--- src/rtl/gjsd_ram.sv ---
// Generic single-port synchronous RAM with registered read.
// No dependencies.
module gjsd_ram #(
    parameter int WIDTH = 8,
    parameter int DEPTH = 256
) (
    input  logic                     clk,
    input  logic                     we,
    input  logic [$clog2(DEPTH)-1:0] addr,
    input  logic [WIDTH-1:0]         wdata,
    output logic [WIDTH-1:0]         rdata
);

    logic [WIDTH-1:0] mem [DEPTH];

    always_ff @(posedge clk)
    begin
        if (we)
        begin
            mem[addr] <= wdata;
        end
        rdata <= mem[addr];
    end

endmodule

--- config.mk ---
export PLATFORM = sky130hd
export DESIGN_NAME = gjsd_ram
export DESIGN_NICKNAME = d
export VERILOG_FILES = /design/src/rtl/gjsd_ram.sv
export SDC_FILE = /design/constraint.sdc
export NUM_CORES = 2
export LEC_CHECK = 0
export BUFFER_PORTS_ARGS = -buffer_cell sky130_fd_sc_hd__buf_2
export CAP_MARGIN = 20
export CORE_ASPECT_RATIO = 0.9
export CORE_MARGIN = 5
export CORE_UTILIZATION = 45
export CTS_CLUSTER_DIAMETER = 150
export DETAILED_ROUTE_END_ITERATION = 12
export SLEW_MARGIN = 15
export SYNTH_ARGS = -nofsm -noshare
export SYNTH_HDL_FRONTEND = slang
export SYNTH_SLANG_ARGS = --single-unit
--- constraint.sdc ---
create_clock -name clk -period 2.2 [get_ports clk]
set_clock_uncertainty 0.1 [all_clocks]
set_input_delay 0.11 -clock clk [delete_from_list [all_inputs] [get_ports clk]]
set_output_delay 0.11 -clock clk [all_outputs]
set_load 0.02 [all_outputs]
==> metrics <==
status finished with violations; failing checks negative setup slack; vias in the first global route 39851; Final GP Congestion 0.817; router iterations before antenna repair 5; Post-synth top flop edfxtp_1; synthesized flop and latch total 2056; main area contributors after synthesis edfxtp_1 (78%), mux4_2 (15%), a22oi_1 (2.4%); # setup viols final 5; # clock sinks 2056; Starting DRT DRC Count 3867; HPWL Detailed 126000 µm; slew at the pin closest to its max-slew limit 0.666 ns; latest clock arrival within the worst-skew pair 0.83 ns; fraction of the yosys area taken by sequential cells 78.6%; # Post-CTS Setup Buffers 0; Core ar. 0.173 mm²; # IOs 26; switching pwr 17200 µW; Post-route DRC 0; vias 39123; FMAX 0.438 GHz; CTS max path bufs 3; DP Worst Slack -1.17 ns; hold_sp wdata[5]; critical path capture point type register; final hold violations 0; WL final 197000 µm; first-pass GRT wire length 288000 µm; DR WL/cell 29.7 µm; EDFF count, synth 2048; TritonCTS clock tree built; critical path startpoint mem[79][1]; post-synth top area share 78.3%; PwrDens 840 mW/mm²; H-tree depth 4; clock root cell clkbuf_16; max-slew headroom at the worst pin 55.6%; die area 0.183 mm²; critical path arrival 2.88 ns; Setup WS post-layout -0.0839 ns; Buffers on Ports 25; internal power component 62900 µW; Max Slew Vio Count 0; Crit path required time 2.80 ns; WS Path Type reg -> reg; fraction of layout cells with a size suffix above 1 39.6%; combinational share of power 5.6%; row count 145; Leak 0.0300 µW; maxcap violations 0; Sequential Power Share 54.0%; Net Sw Frac 21.4%; Total Nets Final 4217; initial antenna violation count 3; Layout area overhead 21.5%; synth cell count leaders edfxtp_1 (2048), mux4_2 (512), a22oi_1 (256); min Tclk post-route 2.28 ns; routed vias/inst 5.89; chip width 450 µm; Max FO, Critical Path 1; DIE HEIGHT 406 µm; GRT Overall Usage 21.7%; Async S/R FF share, synth 0%; number of distinct library cells after synthesis 22; largest area contributor in the netlist edfxtp_1; crit share post-route 104%; Final Core Density 55.0%; Cell Area, Synth 0.0785 mm²; largest net degree at the start of global routing 112; RR Startpoint mem[79][1]; CTS Buf Count 198; CP Launch Type register; Yosys Warn Count 0; syn_nets 3565; Initial Util 45.3%; Congestion Overflow GR 0; maximum VDD drop 0.758 mV; count leader, synth edfxtp_1; clock power share 40.4%; DRT antenna net count 0; Hold Crit Class in -> reg; Post-Synthesis Cells 3547; unrepaired setup endpoints after global routing true; syn_area_per_cell 22.1 µm²; Worst-path clk slew 0.06 ns
power groups by stage:
stage	logic, µW	registers, µW	clock network [µW]
floorplan	1960	44100	0
global placement	4280	44100	0
detailed placement	4320	44100	0
CTS	4450	43200	33000
global route	4740	43200	34800
finish	4480	43200	32400
critical path, cell delays in order, from the launching register on:
cell and delay [ns]:
edfxtp_1 0.35, mux4_2 0.51, a22oi_2 0.31, a21oi_2 0.15, o41ai_4 0.48, buf_4 0.20
nand4_1 0.06
kinds of logic after synthesis:
group                  synth area share [%]
AO/OA/AOI/OAI                          3.62
buffers and inverters                  1.40
flip-flops                             78.6
multiplexers                           14.7
AND/OR/NAND/NOR                        1.73
through the flow:
step	cell area, µm²	setup TNS (ns)	hold slack [ns]	std cells	total power (µW)
global placement	88200	-436.85	0.298	6264	48300
floorplan	79100	-63.85	0.109	3547	46000
global route	95400	-0.277	0.0442	6641	82700
CTS	94900	-0.189	0.0151	6641	80700
detailed placement	88200	-464.98	0.305	6265	48400
finish	95400	-0.136	0.0751	6642	80100
area by class of cell:
type                       instances  area [µm²]
clock inverter                   108         900
antenna                            1        2.50
multi-input combinational       1258       17400
sequential                      2056       61700
timing repair buffer             684        7330
inverter                           1        3.75
clock buffer                     256        5230
tap                             2278        2850
fill                           13016       78100
timing repair:
action / in CTS / in global routing
pin swaps: 28 / 40
hold endpoints to repair: 2024 / 0
gates resized for setup: 94 / 76
hold buffers: 12 / 0
setup endpoints to repair: 8 / 8
cell usage in the layout, fill, tap and decap left out, drive strengths merged:
cell	Yosys	routed
or3	1	1
dfxtp	8	8
buf	87	672
nand4	8	8
nor2	232	232
a22oi	256	256
diode	0	1
and2	3	3
nor3	30	30
mux4	512	512
edfxtp	2048	2048
a21oi	128	128
nand2b	6	6
clkinvlp	0	3
bufinv	0	10
o41ai	32	32
nand2	28	28
clkbuf	145	256
or2	2	2
nor2b	7	7
dlygate4sd3	0	12
inv	1	9
nand3	13	13
clkinv	0	87
layer usage:
layer,GRT usage [%],up-vias,wire [µm]
met5,0,-,13
met4,4.79,2,3740
met3,4.08,249,14500
met2,34.4,1450,95000
met1,32.0,20996,83700
li1,-,16426,-
registers in the layout, indices dropped and copies added (netlist names):
signal	cells
rdata	8
mem	2048
worst paths after layout:
path	depth (start not counted)	slack, ns	endpoint
setup / recovery	6	-0.08	rdata[1]
hold / removal	2	0.08	mem[2][5]
setup reg to reg	6	-0.08	rdata[1]
hold reg to reg	6	1.01	rdata[5]
No activity file was read; power rests on OpenSTA's default activity.
